**config.mk**
```make
export PLATFORM = sky130hd
export DESIGN_NAME = ems_page_frame_memory_mapper_unit
export DESIGN_NICKNAME = d
export VERILOG_FILES = /design/src/hdl/epfmm_pkg.sv /design/src/hdl/epfmm_page_ram.sv /design/src/hdl/ems_page_frame_memory_mapper_unit.sv
export SDC_FILE = /design/constraint.sdc
export NUM_CORES = 2
export LEC_CHECK = 0
export BUFFER_PORTS_ARGS = -buffer_cell sky130_fd_sc_hd__buf_4
export CORE_ASPECT_RATIO = 1.4
export CORE_MARGIN = 2
export CORE_UTILIZATION = 40
export CTS_CLUSTER_DIAMETER = 100
export CTS_CLUSTER_SIZE = 40
export DETAILED_ROUTE_END_ITERATION = 16
export GPL_TIMING_DRIVEN = 0
export PLACE_DENSITY = 0.59
export SYNTH_ARGS = -nofsm -noshare
export SYNTH_HDL_FRONTEND = slang
export SYNTH_HIERARCHICAL = 1
export SYNTH_SLANG_ARGS = --single-unit
```
**constraint.sdc**
```tcl
create_clock -name clock -period 81 [get_ports clock]
set_clock_uncertainty 0.05 [all_clocks]
set_input_delay 12.15 -clock clock [delete_from_list [all_inputs] [get_ports clock]]
set_output_delay 12.15 -clock clock [all_outputs]
set_load 0.1 [all_outputs]
```
**src/hdl/epfmm_pkg.sv**
```systemverilog
// ---------------------------------------------------------------------------
// epfmm_pkg
// Shared types and constants of the EMS page-frame memory mapper.
// ---------------------------------------------------------------------------
package epfmm_pkg;

   // page map geometry
   localparam int unsigned MAP_PAGES  = 512;
   localparam int unsigned MAP_AW     = 9;
   localparam int unsigned PAGE_SHIFT = 11;
   localparam int unsigned CODE_W     = 3;
   localparam logic [MAP_AW-1:0] CONV_PAGES = 9'd320;

   // region codes
   localparam logic [CODE_W-1:0] RG_UNUSED  = 3'd0;
   localparam logic [CODE_W-1:0] RG_RAM     = 3'd1;
   localparam logic [CODE_W-1:0] RG_BOOTROM = 3'd2;
   localparam logic [CODE_W-1:0] RG_SDCARD  = 3'd3;
   localparam logic [CODE_W-1:0] RG_EMS     = 3'd4;

   // item modes
   localparam logic [1:0] MODE_IO_RD   = 2'd0;
   localparam logic [1:0] MODE_IO_WR   = 2'd1;
   localparam logic [1:0] MODE_LOOKUP  = 2'd2;
   localparam logic [1:0] MODE_REBUILD = 2'd3;

   // port offsets from the port base
   localparam logic [15:0] OFS_FP_FIRST = 16'd0;
   localparam logic [15:0] OFS_FP_LAST  = 16'd7;
   localparam logic [15:0] OFS_EMS_LO   = 16'd10;
   localparam logic [15:0] OFS_EMS_HI   = 16'd11;
   localparam logic [15:0] OFS_EMS_FILL = 16'd12;
   localparam logic [15:0] OFS_UMB_LO   = 16'd13;
   localparam logic [15:0] OFS_UMB_HI   = 16'd14;
   localparam logic [15:0] OFS_UMB_FILL = 16'd15;

   // CSR indices
   localparam logic [7:0] CSR_NO_CONV   = 8'd0;
   localparam logic [7:0] CSR_NO_BOOT   = 8'd1;
   localparam logic [7:0] CSR_BOOT_ADDR = 8'd2;
   localparam logic [7:0] CSR_BOOT_SIZE = 8'd3;

   // reset values
   localparam logic [19:0] BOOT_ADDR_RST = 20'hF0000;
   localparam logic [20:0] BOOT_SIZE_RST = 21'h08000;
   localparam logic [15:0] FP_RST        = 16'hFFFF;
   localparam logic [MAP_AW-1:0] BLD_FIRST_RST = BOOT_ADDR_RST[19:11];
   localparam logic [10:0] BLD_LAST_RST =
      11'((22'(BOOT_ADDR_RST) + 22'(BOOT_SIZE_RST)) >> PAGE_SHIFT);

   // segment window for fills, EMS frame geometry
   localparam logic [18:0] SEG_LOW       = 19'h0A000;
   localparam logic [18:0] SEG_HIGH      = 19'h0F000;
   localparam logic [19:0] FRAME_MASK    = 20'hFC000;
   localparam logic [19:0] FRAME_OFS_MAX = 20'h0C000;
   localparam logic [7:0]  BYTE_NONE     = 8'hFF;

   typedef struct packed {
      logic [1:0]  mode;
      logic [15:0] io_port;
      logic [7:0]  write_data;
      logic [19:0] mem_address;
   } req_type;

   typedef struct packed {
      logic [7:0]        read_data;
      logic [CODE_W-1:0] region;
      logic              ems_hit;
      logic [29:0]       ems_address;
   } rsp_type;

   typedef struct packed {
      logic              en;
      logic [MAP_AW-1:0] addr;
      logic [CODE_W-1:0] data;
   } map_wr_type;

endpackage

```
**src/hdl/epfmm_page_ram.sv**
```systemverilog
// ---------------------------------------------------------------------------
// epfmm_page_ram
// Page map store: one write port, one read port, registered read data.
// ---------------------------------------------------------------------------
module epfmm_page_ram (
   input  logic                                    clock,
   input  epfmm_pkg::map_wr_type                   wr,
   input  logic [epfmm_pkg::MAP_AW-1:0]            rd_addr,
   output logic [epfmm_pkg::CODE_W-1:0]            rd_data
);

   logic [epfmm_pkg::CODE_W-1:0] mem [epfmm_pkg::MAP_PAGES];
   logic [epfmm_pkg::CODE_W-1:0] rd_data_ff;

   always_ff @(posedge clock) begin
      if (wr.en) begin
         mem[wr.addr] <= wr.data;
      end
   end

   always_ff @(posedge clock) begin
      rd_data_ff <= mem[rd_addr];
   end

   assign rd_data = rd_data_ff;

endmodule

```
**src/hdl/ems_page_frame_memory_mapper_unit.sv**
```systemverilog
// Steps (accept to result valid): frame pointer and segment port beats go straight to
// ST_PUSH; lookups and the map read port pass ST_LOOK (one page map read) first; block
// fills sweep ST_FILL over the N pages written; a rebuild beat sweeps ST_BUILD, one map
// page per cycle. One item in flight at a time; the next beat is taken once the core
// is back in idle, even while the result waits on rsp_ready.
// Reset: synchronous; after reset all 512 map pages are rebuilt with req_ready low.
// ---------------------------------------------------------------------------
// ems_page_frame_memory_mapper_unit
// EMS page-frame mapper: 512-page region map, four EMS frame pointers,
// EMS/UMB base segments, I/O port decode and memory address lookup.
// ---------------------------------------------------------------------------
module ems_page_frame_memory_mapper_unit #(
   parameter int unsigned PORT_BASE = 608
) (
   input  logic               clock,
   input  logic               reset,
   input  logic               req_valid,
   output logic               req_ready,
   input  epfmm_pkg::req_type req_data,
   output logic               rsp_valid,
   input  logic               rsp_ready,
   output epfmm_pkg::rsp_type rsp_data,
   input  logic               csr_valid,
   output logic               csr_ready,
   input  logic [7:0]         csr_index,
   input  logic [31:0]        csr_wdata
);

   localparam logic [15:0] PORT_BASE_W = 16'(PORT_BASE);
   localparam int unsigned AW = epfmm_pkg::MAP_AW;
   localparam int unsigned CW = epfmm_pkg::CODE_W;

   // one-hot sequencer
   typedef enum logic [4:0] {
      ST_BUILD = 5'b00001,   // map sweep (reset or rebuild beat)
      ST_IDLE  = 5'b00010,   // waiting for a request beat
      ST_LOOK  = 5'b00100,   // map read data returns
      ST_FILL  = 5'b01000,   // block fill sweep
      ST_PUSH  = 5'b10000    // hand result to the output register
   } state_type;

   state_type state_ff, state_in;

   // architectural state
   logic [15:0] fp_ff [4];
   logic [15:0] fp_in [4];
   logic [15:0] ems_seg_ff, ems_seg_in;
   logic [15:0] umb_seg_ff, umb_seg_in;

   // configuration
   logic        ncm_ff, nbr_ff;
   logic [19:0] boot_addr_ff;
   logic [20:0] boot_size_ff;

   // map build sweep: config snapshot taken when the sweep starts
   logic          bld_ncm_ff, bld_ncm_in;
   logic          bld_nbr_ff, bld_nbr_in;
   logic [AW-1:0] bld_first_ff, bld_first_in;
   logic [10:0]   bld_last_ff, bld_last_in;
   logic [AW-1:0] bld_idx_ff, bld_idx_in;
   logic          bld_item_ff, bld_item_in;

   // fill sweep
   logic [AW:0]   fill_idx_ff, fill_idx_in;
   logic [10:0]   fill_left_ff, fill_left_in;
   logic [CW-1:0] fill_code_ff, fill_code_in;

   logic          look_io_ff, look_io_in;
   epfmm_pkg::rsp_type res_ff, res_in;
   epfmm_pkg::rsp_type rsp_data_ff, rsp_data_in;
   logic          rsp_valid_ff, rsp_valid_in;

   // page map
   epfmm_pkg::map_wr_type map_wr;
   logic [AW-1:0] map_rd_addr;
   logic [CW-1:0] map_rd_data;

   epfmm_page_ram u_page_ram (
      .clock   (clock),
      .wr      (map_wr),
      .rd_addr (map_rd_addr),
      .rd_data (map_rd_data)
   );

   // request decode
   logic        req_fire;
   logic        in_range;
   logic [15:0] port_ofs;
   logic [15:0] fp_sel;
   logic [18:0] ems_end, umb_end;
   logic        ems_fill_ok, umb_fill_ok;
   logic [21:0] boot_end;

   // lookup translation
   logic [19:0] frame_page, ems_base, frame_ofs;
   logic        frame_hit;

   // build code for the page under the sweep
   logic [10:0]   bld_idx_wide;
   logic [CW-1:0] bld_code;

   assign req_ready = (state_ff == ST_IDLE);
   assign req_fire  = req_valid && req_ready;
   assign csr_ready = 1'b1;
   assign rsp_valid = rsp_valid_ff;
   assign rsp_data  = rsp_data_ff;

   assign in_range = (req_data.io_port >= PORT_BASE_W);
   assign port_ofs = req_data.io_port - PORT_BASE_W;
   assign fp_sel   = fp_ff[port_ofs[2:1]];

   // fill bounds: base must sit in the upper memory window and the fill must end by 0xF000
   assign ems_end     = 19'(ems_seg_ff) + {1'b0, req_data.write_data, 10'd0};
   assign umb_end     = 19'(umb_seg_ff) + {4'd0, req_data.write_data, 7'd0};
   assign ems_fill_ok = (19'(ems_seg_ff) >= epfmm_pkg::SEG_LOW) &&
                        (ems_end <= epfmm_pkg::SEG_HIGH);
   assign umb_fill_ok = (19'(umb_seg_ff) >= epfmm_pkg::SEG_LOW) &&
                        (umb_end <= epfmm_pkg::SEG_HIGH);

   assign boot_end = 22'(boot_addr_ff) + 22'(boot_size_ff);

   // a frame hits only on an exact 16 KiB step of 0..3 frames above the EMS base
   assign frame_page = req_data.mem_address & epfmm_pkg::FRAME_MASK;
   assign ems_base   = {ems_seg_ff, 4'd0};
   assign frame_ofs  = frame_page - ems_base;
   assign frame_hit  = (frame_page >= ems_base) && (frame_ofs[13:0] == 14'd0) &&
                       (frame_ofs <= epfmm_pkg::FRAME_OFS_MAX);

   // boot ROM wins over RAM, SD page sits just past the ROM end
   assign bld_idx_wide = {2'd0, bld_idx_ff};
   always_comb begin
      if (!bld_nbr_ff && (bld_idx_wide >= {2'd0, bld_first_ff}) &&
          (bld_idx_wide < bld_last_ff)) begin
         bld_code = epfmm_pkg::RG_BOOTROM;
      end else if (!bld_nbr_ff && (bld_idx_wide == bld_last_ff)) begin
         bld_code = epfmm_pkg::RG_SDCARD;
      end else if (!bld_ncm_ff && (bld_idx_ff < epfmm_pkg::CONV_PAGES)) begin
         bld_code = epfmm_pkg::RG_RAM;
      end else begin
         bld_code = epfmm_pkg::RG_UNUSED;
      end
   end

   // map ports
   always_comb begin
      map_wr.en   = 1'b0;
      map_wr.addr = bld_idx_ff;
      map_wr.data = bld_code;
      if (state_ff == ST_BUILD) begin
         map_wr.en = 1'b1;
      end else if (state_ff == ST_FILL) begin
         map_wr.en   = (fill_left_ff != 11'd0) && !fill_idx_ff[AW];
         map_wr.addr = fill_idx_ff[AW-1:0];
         map_wr.data = fill_code_ff;
      end
   end

   // lookups read the page of the address, the map read port reads the UMB base page
   assign map_rd_addr = (req_data.mode == epfmm_pkg::MODE_LOOKUP) ?
                        req_data.mem_address[19:11] : umb_seg_ff[15:7];

   // sequencer and datapath
   always_comb begin
      state_in     = state_ff;
      fp_in        = fp_ff;
      ems_seg_in   = ems_seg_ff;
      umb_seg_in   = umb_seg_ff;
      bld_ncm_in   = bld_ncm_ff;
      bld_nbr_in   = bld_nbr_ff;
      bld_first_in = bld_first_ff;
      bld_last_in  = bld_last_ff;
      bld_idx_in   = bld_idx_ff;
      bld_item_in  = bld_item_ff;
      fill_idx_in  = fill_idx_ff;
      fill_left_in = fill_left_ff;
      fill_code_in = fill_code_ff;
      look_io_in   = look_io_ff;
      res_in       = res_ff;
      rsp_data_in  = rsp_data_ff;
      rsp_valid_in = rsp_valid_ff && !rsp_ready;

      unique case (state_ff)
         ST_BUILD: begin
            bld_idx_in = bld_idx_ff + 1'b1;
            if (&bld_idx_ff) begin
               state_in = bld_item_ff ? ST_PUSH : ST_IDLE;
            end
         end
         ST_IDLE: begin
            if (req_fire) begin
               res_in     = '0;
               look_io_in = 1'b0;
               state_in   = ST_PUSH;
               unique case (req_data.mode)
                  epfmm_pkg::MODE_IO_RD: begin
                     res_in.read_data = epfmm_pkg::BYTE_NONE;
                     if (in_range && (port_ofs <= epfmm_pkg::OFS_FP_LAST)) begin
                        res_in.read_data = port_ofs[0] ? fp_sel[15:8] : fp_sel[7:0];
                     end else if (in_range && (port_ofs == epfmm_pkg::OFS_UMB_FILL)) begin
                        look_io_in = 1'b1;
                        state_in   = ST_LOOK;
                     end
                  end
                  epfmm_pkg::MODE_IO_WR: begin
                     if (in_range) begin
                        unique case (port_ofs) inside
                           [epfmm_pkg::OFS_FP_FIRST:epfmm_pkg::OFS_FP_LAST]: begin
                              if (port_ofs[0]) begin
                                 fp_in[port_ofs[2:1]] = {req_data.write_data, fp_sel[7:0]};
                              end else begin
                                 fp_in[port_ofs[2:1]] = {fp_sel[15:8], req_data.write_data};
                              end
                           end
                           epfmm_pkg::OFS_EMS_LO:
                              ems_seg_in = {ems_seg_ff[15:8], req_data.write_data};
                           epfmm_pkg::OFS_EMS_HI:
                              ems_seg_in = {req_data.write_data, ems_seg_ff[7:0]};
                           epfmm_pkg::OFS_UMB_LO:
                              umb_seg_in = {umb_seg_ff[15:8], req_data.write_data};
                           epfmm_pkg::OFS_UMB_HI:
                              umb_seg_in = {req_data.write_data, umb_seg_ff[7:0]};
                           epfmm_pkg::OFS_EMS_FILL: begin
                              if (ems_fill_ok) begin
                                 fill_idx_in  = {1'b0, ems_seg_ff[15:7]};
                                 fill_left_in = {req_data.write_data, 3'd0};
                                 fill_code_in = epfmm_pkg::RG_EMS;
                                 state_in     = ST_FILL;
                              end
                           end
                           epfmm_pkg::OFS_UMB_FILL: begin
                              if (umb_fill_ok) begin
                                 fill_idx_in  = {1'b0, umb_seg_ff[15:7]};
                                 fill_left_in = {3'd0, req_data.write_data};
                                 fill_code_in = epfmm_pkg::RG_RAM;
                                 state_in     = ST_FILL;
                              end
                           end
                           default: ;
                        endcase
                     end
                  end
                  epfmm_pkg::MODE_LOOKUP: begin
                     res_in.ems_hit = frame_hit;
                     if (frame_hit) begin
                        res_in.ems_address = {fp_ff[frame_ofs[15:14]],
                                              req_data.mem_address[13:0]};
                     end
                     state_in = ST_LOOK;
                  end
                  epfmm_pkg::MODE_REBUILD: begin
                     for (int s = 0; s < 4; s++) begin
                        fp_in[s] = epfmm_pkg::FP_RST;
                     end
                     ems_seg_in   = '0;
                     umb_seg_in   = '0;
                     bld_ncm_in   = ncm_ff;
                     bld_nbr_in   = nbr_ff;
                     bld_first_in = boot_addr_ff[19:11];
                     bld_last_in  = boot_end[21:11];
                     bld_idx_in   = '0;
                     bld_item_in  = 1'b1;
                     state_in     = ST_BUILD;
                  end
                  default: ;
               endcase
            end
         end
         ST_LOOK: begin
            if (look_io_ff) begin
               res_in.read_data = 8'(map_rd_data);
            end else begin
               res_in.region = map_rd_data;
            end
            state_in = ST_PUSH;
         end
         ST_FILL: begin
            if ((fill_left_ff == 11'd0) || fill_idx_ff[AW]) begin
               state_in = ST_PUSH;
            end else begin
               fill_idx_in  = fill_idx_ff + 1'b1;
               fill_left_in = fill_left_ff - 1'b1;
            end
         end
         ST_PUSH: begin
            // output register frees up when empty or taken this cycle
            if (!rsp_valid_ff || rsp_ready) begin
               rsp_data_in  = res_ff;
               rsp_valid_in = 1'b1;
               state_in     = ST_IDLE;
            end
         end
         default: state_in = ST_IDLE;
      endcase
   end

   always_ff @(posedge clock) begin
      if (reset) begin
         state_ff     <= ST_BUILD;
         for (int s = 0; s < 4; s++) begin
            fp_ff[s] <= epfmm_pkg::FP_RST;
         end
         ems_seg_ff   <= '0;
         umb_seg_ff   <= '0;
         bld_ncm_ff   <= 1'b0;
         bld_nbr_ff   <= 1'b0;
         bld_first_ff <= epfmm_pkg::BLD_FIRST_RST;
         bld_last_ff  <= epfmm_pkg::BLD_LAST_RST;
         bld_idx_ff   <= '0;
         bld_item_ff  <= 1'b0;
         fill_idx_ff  <= '0;
         fill_left_ff <= '0;
         look_io_ff   <= 1'b0;
         rsp_valid_ff <= 1'b0;
      end else begin
         state_ff     <= state_in;
         fp_ff        <= fp_in;
         ems_seg_ff   <= ems_seg_in;
         umb_seg_ff   <= umb_seg_in;
         bld_ncm_ff   <= bld_ncm_in;
         bld_nbr_ff   <= bld_nbr_in;
         bld_first_ff <= bld_first_in;
         bld_last_ff  <= bld_last_in;
         bld_idx_ff   <= bld_idx_in;
         bld_item_ff  <= bld_item_in;
         fill_idx_ff  <= fill_idx_in;
         fill_left_ff <= fill_left_in;
         look_io_ff   <= look_io_in;
         rsp_valid_ff <= rsp_valid_in;
      end
   end

   // payload registers
   always_ff @(posedge clock) begin
      fill_code_ff <= fill_code_in;
      res_ff       <= res_in;
      rsp_data_ff  <= rsp_data_in;
   end

   // configuration registers; an unknown index is dropped
   always_ff @(posedge clock) begin
      if (reset) begin
         ncm_ff       <= 1'b0;
         nbr_ff       <= 1'b0;
         boot_addr_ff <= epfmm_pkg::BOOT_ADDR_RST;
         boot_size_ff <= epfmm_pkg::BOOT_SIZE_RST;
      end else if (csr_valid && csr_ready) begin
         case (csr_index)
            epfmm_pkg::CSR_NO_CONV:   ncm_ff       <= csr_wdata[0];
            epfmm_pkg::CSR_NO_BOOT:   nbr_ff       <= csr_wdata[0];
            epfmm_pkg::CSR_BOOT_ADDR: boot_addr_ff <= csr_wdata[19:0];
            epfmm_pkg::CSR_BOOT_SIZE: boot_size_ff <= csr_wdata[20:0];
            default: ;
         endcase
      end
   end

`ifndef SYNTHESIS
   // the map is only written by the build and fill sweeps
   a_map_write_src: assert property (@(posedge clock) disable iff (reset)
      map_wr.en |-> (state_ff == ST_BUILD) || (state_ff == ST_FILL))
      else $error("page map written outside a sweep");

   // fill sweeps never run past the end of the map
   a_fill_in_map: assert property (@(posedge clock) disable iff (reset)
      (map_wr.en && (state_ff == ST_FILL)) |-> !fill_idx_ff[AW])
      else $error("fill write beyond last map page");

   // one item at a time: an accepted beat closes the request side
   a_one_in_flight: assert property (@(posedge clock) disable iff (reset)
      req_fire |=> !req_ready)
      else $error("request taken while an item is in flight");
`endif

endmodule

```
# After elaboration in Yosys (flattened, before gate mapping)
# Memories as Yosys holds them, arrays and structs flattened. A register that Yosys moved wholly into a read port is not among the register bits.
# Cells that the tools add are included.
[totals]
n_memories = 1
inputBits = 91
out_inout_bits = 45
ff_bits = 286
ramBits = 1536
[op_classes]
mux = 78
add_sub_neg = 8
order_cmp = 15
bitwise_logic = 2
reduce_logical = 52
n_eq_ne = 43
[memory_table]
columns = ["name", "words", "width", "rd", "rd_clocked_by_memory_dff", "wr", "line", "source"]
rows = [
  ["u_page_ram.mem", 512, 3, 1, 1, 1, "epfmm_page_ram.sv:12", "logic [epfmm_pkg::CODE_W-1:0] mem [epfmm_pkg::MAP_PAGES];"],
]
[op_table]
columns = ["cell", "count"]
rows = [
  ["2-to-1 mux 64 bit", 3],
  ["bitwise mux 64 bit", 2],
  ["case mux 16 bit (2 select lines)", 4],
  ["case mux 64 bit (2 select lines)", 1],
  ["2-to-1 mux 16 bit", 7],
  ["equality test 16 x 4 -> 1 bit, second input constant", 6],
  ["2-to-1 mux 11 bit", 6],
  ["case mux 11 bit (2 select lines)", 3],
  ["binary-select mux 16 bit (select 2 bit)", 2],
  ["2-to-1 mux 10 bit", 6],
  ["2-to-1 mux 5 bit", 10],
  ["2-to-1 mux 42 bit", 1],
  ["case mux 10 bit (2 select lines)", 2],
  ["demux 16 bit (select 2 bit)", 1],
  ["greater-or-equal comparator 16 bit, second input constant", 2],
  ["2-to-1 mux 8 bit", 4],
  ["!= test 2 bit, second input constant", 16],
  ["2-to-1 mux 31 bit", 1],
  ["2-to-1 mux 30 bit", 1],
  ["2-to-1 mux 9 bit", 3],
  ["case mux 5 bit (5 select lines)", 1],
  ["AND reduction 6 bit", 4],
  ["adder 20 x 21 -> 22 bit", 1],
  ["greater-or-equal comparator 20 bit", 1],
  ["other kinds (56)", 110],
]

# Longest topological paths before layout
[logic_depth]
word_depth = 11
mapped_depth = 17
ltp_nobuf = 11

# By module
# The synthesis kept the hierarchy.
[modules_own_cells]
columns = ["module", "area_per_inst_um2", "cells_each", "n_inst"]
rows = [
  ["epfmm_page_ram", 62271.0, 3446, 1],
  ["ems_page_frame_memory_mapper_unit", 14177.3, 1467, 1],
]

# Least setup slack after synthesis
# OpenSTA, ideal clock, no wires.
[synth_path]
path_kind = "reg-to-reg"
start = "register bld_idx_ff[0]"
end = "memory u_page_ram/mem[0][0] in the netlist's numbering (data pin)"
path_slack_ns = 54.399
period_less_slack_ns = 26.601
stages_incl_launch_ff = 11
setup_ns = 4.253
path_buffers = 0
arrival_ns = 22.297
cell_sequence = "dfxtp_1 inv_1 ha_1 nand2b_1 a21o_1 a21o_1 a211oi_1 o21ai_0 a31oi_1 nor4_1 o31ai_1"
[synth_lines]
columns = ["item", "line", "source"]
rows = [
  ["start, declared", "ems_page_frame_memory_mapper_unit.sv:60", "logic [AW-1:0] bld_idx_ff, bld_idx_in;"],
  ["start signal, assigned", "ems_page_frame_memory_mapper_unit.sv:323", "bld_idx_ff <= bld_idx_in;"],
  ["end, declared", "epfmm_page_ram.sv:12", ""],
]

# Final worst setup path
[layout_path]
start = "input req_data[45] in the netlist's numbering"
end = "register u_page_ram.rd_data_ff (netlist bit u_page_ram/rd_data[1]), read port of u_page_ram.mem"
[layout_via]
elab_chain_cells = 2
[layout_lines]
columns = ["item", "line", "source"]
rows = [
  ["start, declared", "ems_page_frame_memory_mapper_unit.sv:19", "input epfmm_pkg::req_type req_data,"],
  ["equality test 2 bit", "ems_page_frame_memory_mapper_unit.sv:159", "assign map_rd_addr = (req_data.mode == epfmm_pkg::MODE_LOOKUP) ?"],
  ["2-to-1 mux 9 bit", "ems_page_frame_memory_mapper_unit.sv:159", ""],
  ["net map_rd_addr[1]", "ems_page_frame_memory_mapper_unit.sv:75", "logic [AW-1:0] map_rd_addr;"],
  ["end, declared", "epfmm_page_ram.sv:13", "logic [epfmm_pkg::CODE_W-1:0] rd_data_ff;"],
]
# The timed path passes the listed nets, and every way through them passes these cells.
# A chain may end at the register's enable or synchronous reset.

==> results.json <==
{
  "die_height_um": 521,
  "endpoint_kind": "register",
  "fp.coreArea_sq_um": 190000,
  "synth_common_cells": "edfxtp_1, nor2_1, nand2_1",
  "overflow": 0,
  "vias": 47161,
  "grt_start_max_net_pins": 94,
  "synth-edff-count": 1622,
  "p_total_mw": 1.51,
  "period_share": 0.219,
  "yosysTopAreaCell": "edfxtp_1",
  "fin_crit_ns": 17.77,
  "route.detailed.drc": 0,
  "start_util": 0.403,
  "global_route.usage.met2": 0.456,
  "finalSetupViolations": 0,
  "grt_most_used_layer": "met2",
  "cts_buffers": 52,
  "cts_resized": 0,
  "post-cts-setup-buffers": 0,
  "holdBufCountCts": 0,
  "grtUsageMet3": 0.0490,
  "ant_nets": 0,
  "status": "complete, but fails checks",
  "die_area_sq_um": 195000,
  "power_switching_mw": 0.350,
  "hold_path_class": "reg2reg",
  "hold_depth": 0,
  "grtUsageMet1": 0.291,
  "clkTransAtPathRegs_ns": 0.13,
  "yosysSeqAreaShare": 0.690,
  "path_max_fanout": 10,
  "clock_sinks": 1824,
  "fmax_mhz": 56.3,
  "layout-drive-gt1-share": 0.133,
  "io_buffers": 120,
  "ys.flop_type": "edfxtp_1",
  "syn_area_sq_um": 76400,
  "timing.reg2reg.setup_slack_ns": 75.14,
  "first_pass_iters": 6,
  "cts_tree": "built",
  "grt_pass1_wl_mm": 359,
  "yosysTopAreaCellShare": 0.637,
  "p_clk_frac": 0.262,
  "vdd_drop_max_mv": 0.0181,
  "criticalPathCategory": "in2reg",
  "p_per_area_nw_per_um2": 18.2,
  "drv_cap": 16,
  "fp.dieW_um": 373,
  "crit_required_ns": 81.63,
  "tightest_slew_ns": 1.62,
  "cts_root_buffer": "clkbuf_16",
  "ys_ff_latch": 1824,
  "clock_path_buffers": 3,
  "slew_viol_final": 153,
  "htree_num_levels": 2,
  "rsz0062_at_grt": "false",
  "postRouteWirelength_mm": 263,
  "leakage_nw": 26.7,
  "start_kind": "input port",
  "grtUsageTotal": 0.264,
  "antenna_found_initial": 9,
  "grt_pass1_vias": 46697,
  "hold_viol_final": 0,
  "yosysWarningCount": 6,
  "nets": 5284,
  "vias_per_cell": 6.18,
  "violations": "capacitance limit, slew limit",
  "synth_cell_types": 97,
  "synthMostInstantiatedCell": "edfxtp_1",
  "timing.setup.tns_ns": 0,
  "ios": 136,
  "p_int_mw": 1.16,
  "ys_top_cells_by_area": "edfxtp_1, mux4_2, dfxtp_1",
  "syn_inst": 4913,
  "syn_area_per_cell_sq_um": 15.6,
  "slew_headroom": -0.0789,
  "synthArstFlopShare": 0,
  "place.gp.congestion": 0.993,
  "pwr-share-seq": 0.671,
  "drt_iter0_markers": 5783,
  "sw_frac_of_total": 0.233,
  "syn-num-nets": 5068,
  "r2r_cells": 11,
  "wl_per_cell_um": 34.4,
  "area_delta_synth_final_pct": 8.36,
  "dp_hpwl_mm": 188,
  "num_rows": 189,
  "arrival_ns": 18.41,
  "clk_latency_ns": 0.78,
  "comb_power_share": 0.067
}
## layer usage
layer / up-vias / routed length (um) / part of all wire
met4: 10 / 24000 / 0.091
li1: 19488 / - / -
met5: - / 70 / 0.00027
met1: 24229 / 87500 / 0.33
met2: 2682 / 129000 / 0.49
met3: 752 / 22400 / 0.085
## final timing paths
path / start / end
worst max-delay path: req_data[45] / u_page_ram/rd_data[1]
worst min-delay path: res_ff[15] / rsp_data[15]
worst max register to register: umb_seg_ff[8] / u_page_ram/rd_data[1]
worst min register to register: res_ff[15] / rsp_data[15]
## flip-flops by register name, summed over array words and instances, names as in the netlist, 5 cells and up
register / cells
bld_idx_ff: 9
boot_size_ff: 21
fp_ff: 64
bld_last_ff: 11
u_page_ram/mem: 1536
res_ff: 42
fill_left_ff: 11
umb_seg_ff: 16
bld_first_ff: 9
fill_idx_ff: 10
state_ff: 5
ems_seg_ff: 16
boot_addr_ff: 20
rsp_data: 42
## through the flow
step / cell area [sq um] / setup slack [ns] / util / instances / hold WS, ns
after floorplan: 76400 / 54.40 / - / 4913 / 0.350
after global placement: 80500 / 30.77 / 0.424 / 7516 / 0.350
after detailed placement: 81400 / 62.75 / 0.429 / 7558 / 0.355
after CTS: 82800 / 63.57 / 0.437 / 7632 / 0.385
after global routing: 82800 / 63.44 / 0.437 / 7633 / 0.396
final: 82800 / 63.23 / 0.437 / 7636 / 0.383
## worst max-delay path, stage by stage
cell and delay (ns):
buf_4 0.15, inv_1 0.08, nor2_1 0.13, clkbuf_1 0.57, mux2_2 0.42, buf_4 0.27, nand2_1 0.41, buf_4 0.38
clkbuf_1 0.66, o221ai_1 0.49, o22ai_1 0.15, o21ai_0 0.49, o31ai_1 0.32, nor4_1 1.28, and3_1 0.40
## power by group through the flow
stage | registers [mW] | logic (mW) | clock network, mW
2_1_floorplan | 1.03 | 0.0444 | 0
6_report | 1.01 | 0.101 | 0.395
3_3_place_gp | 1.03 | 0.0963 | 0
4_1_cts | 1.01 | 0.0973 | 0.399
3_5_place_dp | 1.03 | 0.0972 | 0
5_1_grt | 1.01 | 0.0995 | 0.427
## cell usage in the layout, fill, tap and decap left out, drive strengths merged, types with 11 or more instances in the layout
cell / synthesis / layout
mux4: 283 / 283
clkbuf: 190 / 255
and3: 16 / 16
nor2b: 18 / 18
ha: 62 / 62
nand3b: 11 / 11
or2: 11 / 11
nor4: 18 / 18
nor3b: 13 / 13
nor3: 55 / 55
a31oi: 24 / 24
nand2b: 77 / 77
a21o: 11 / 11
xnor2: 13 / 13
xor2: 13 / 13
o22ai: 131 / 131
edfxtp: 1622 / 1622
a21oi: 204 / 204
a211oi: 17 / 17
mux2: 42 / 42
a22oi: 41 / 41
o21ai: 60 / 60
mux2i: 296 / 296
inv: 49 / 55
o221ai: 130 / 130
nand4: 19 / 19
nand3: 55 / 55
buf: 133 / 295
nor2: 622 / 622
a211o: 12 / 12
o31ai: 12 / 12
and2: 45 / 45
nand2: 301 / 301
dfxtp: 202 / 202
## cell families after synthesis
group,synth area share
compound gates,0.0627
buf+inv,0.0277
xor+xnor,0.00298
other cells,0.0000491
flops,0.690
simple gates,0.0755
fa+ha+maj,0.0107
mux,0.130
## area by class of cell
cell class / count / area (sq um)
Clock buffer: 65 / 1350
Timing Repair Buffer: 162 / 1740
Sequential cell: 1824 / 52800
Antenna cell: 4 / 10.0
Clock inverter: 9 / 100
Inverter: 50 / 188
Fill cell: 16952 / 107000
Tap cell: 2483 / 3110
Buffer: 325 / 1960
Multi-Input combinational cell: 2714 / 21600
(Power assumes the default switching activity.)
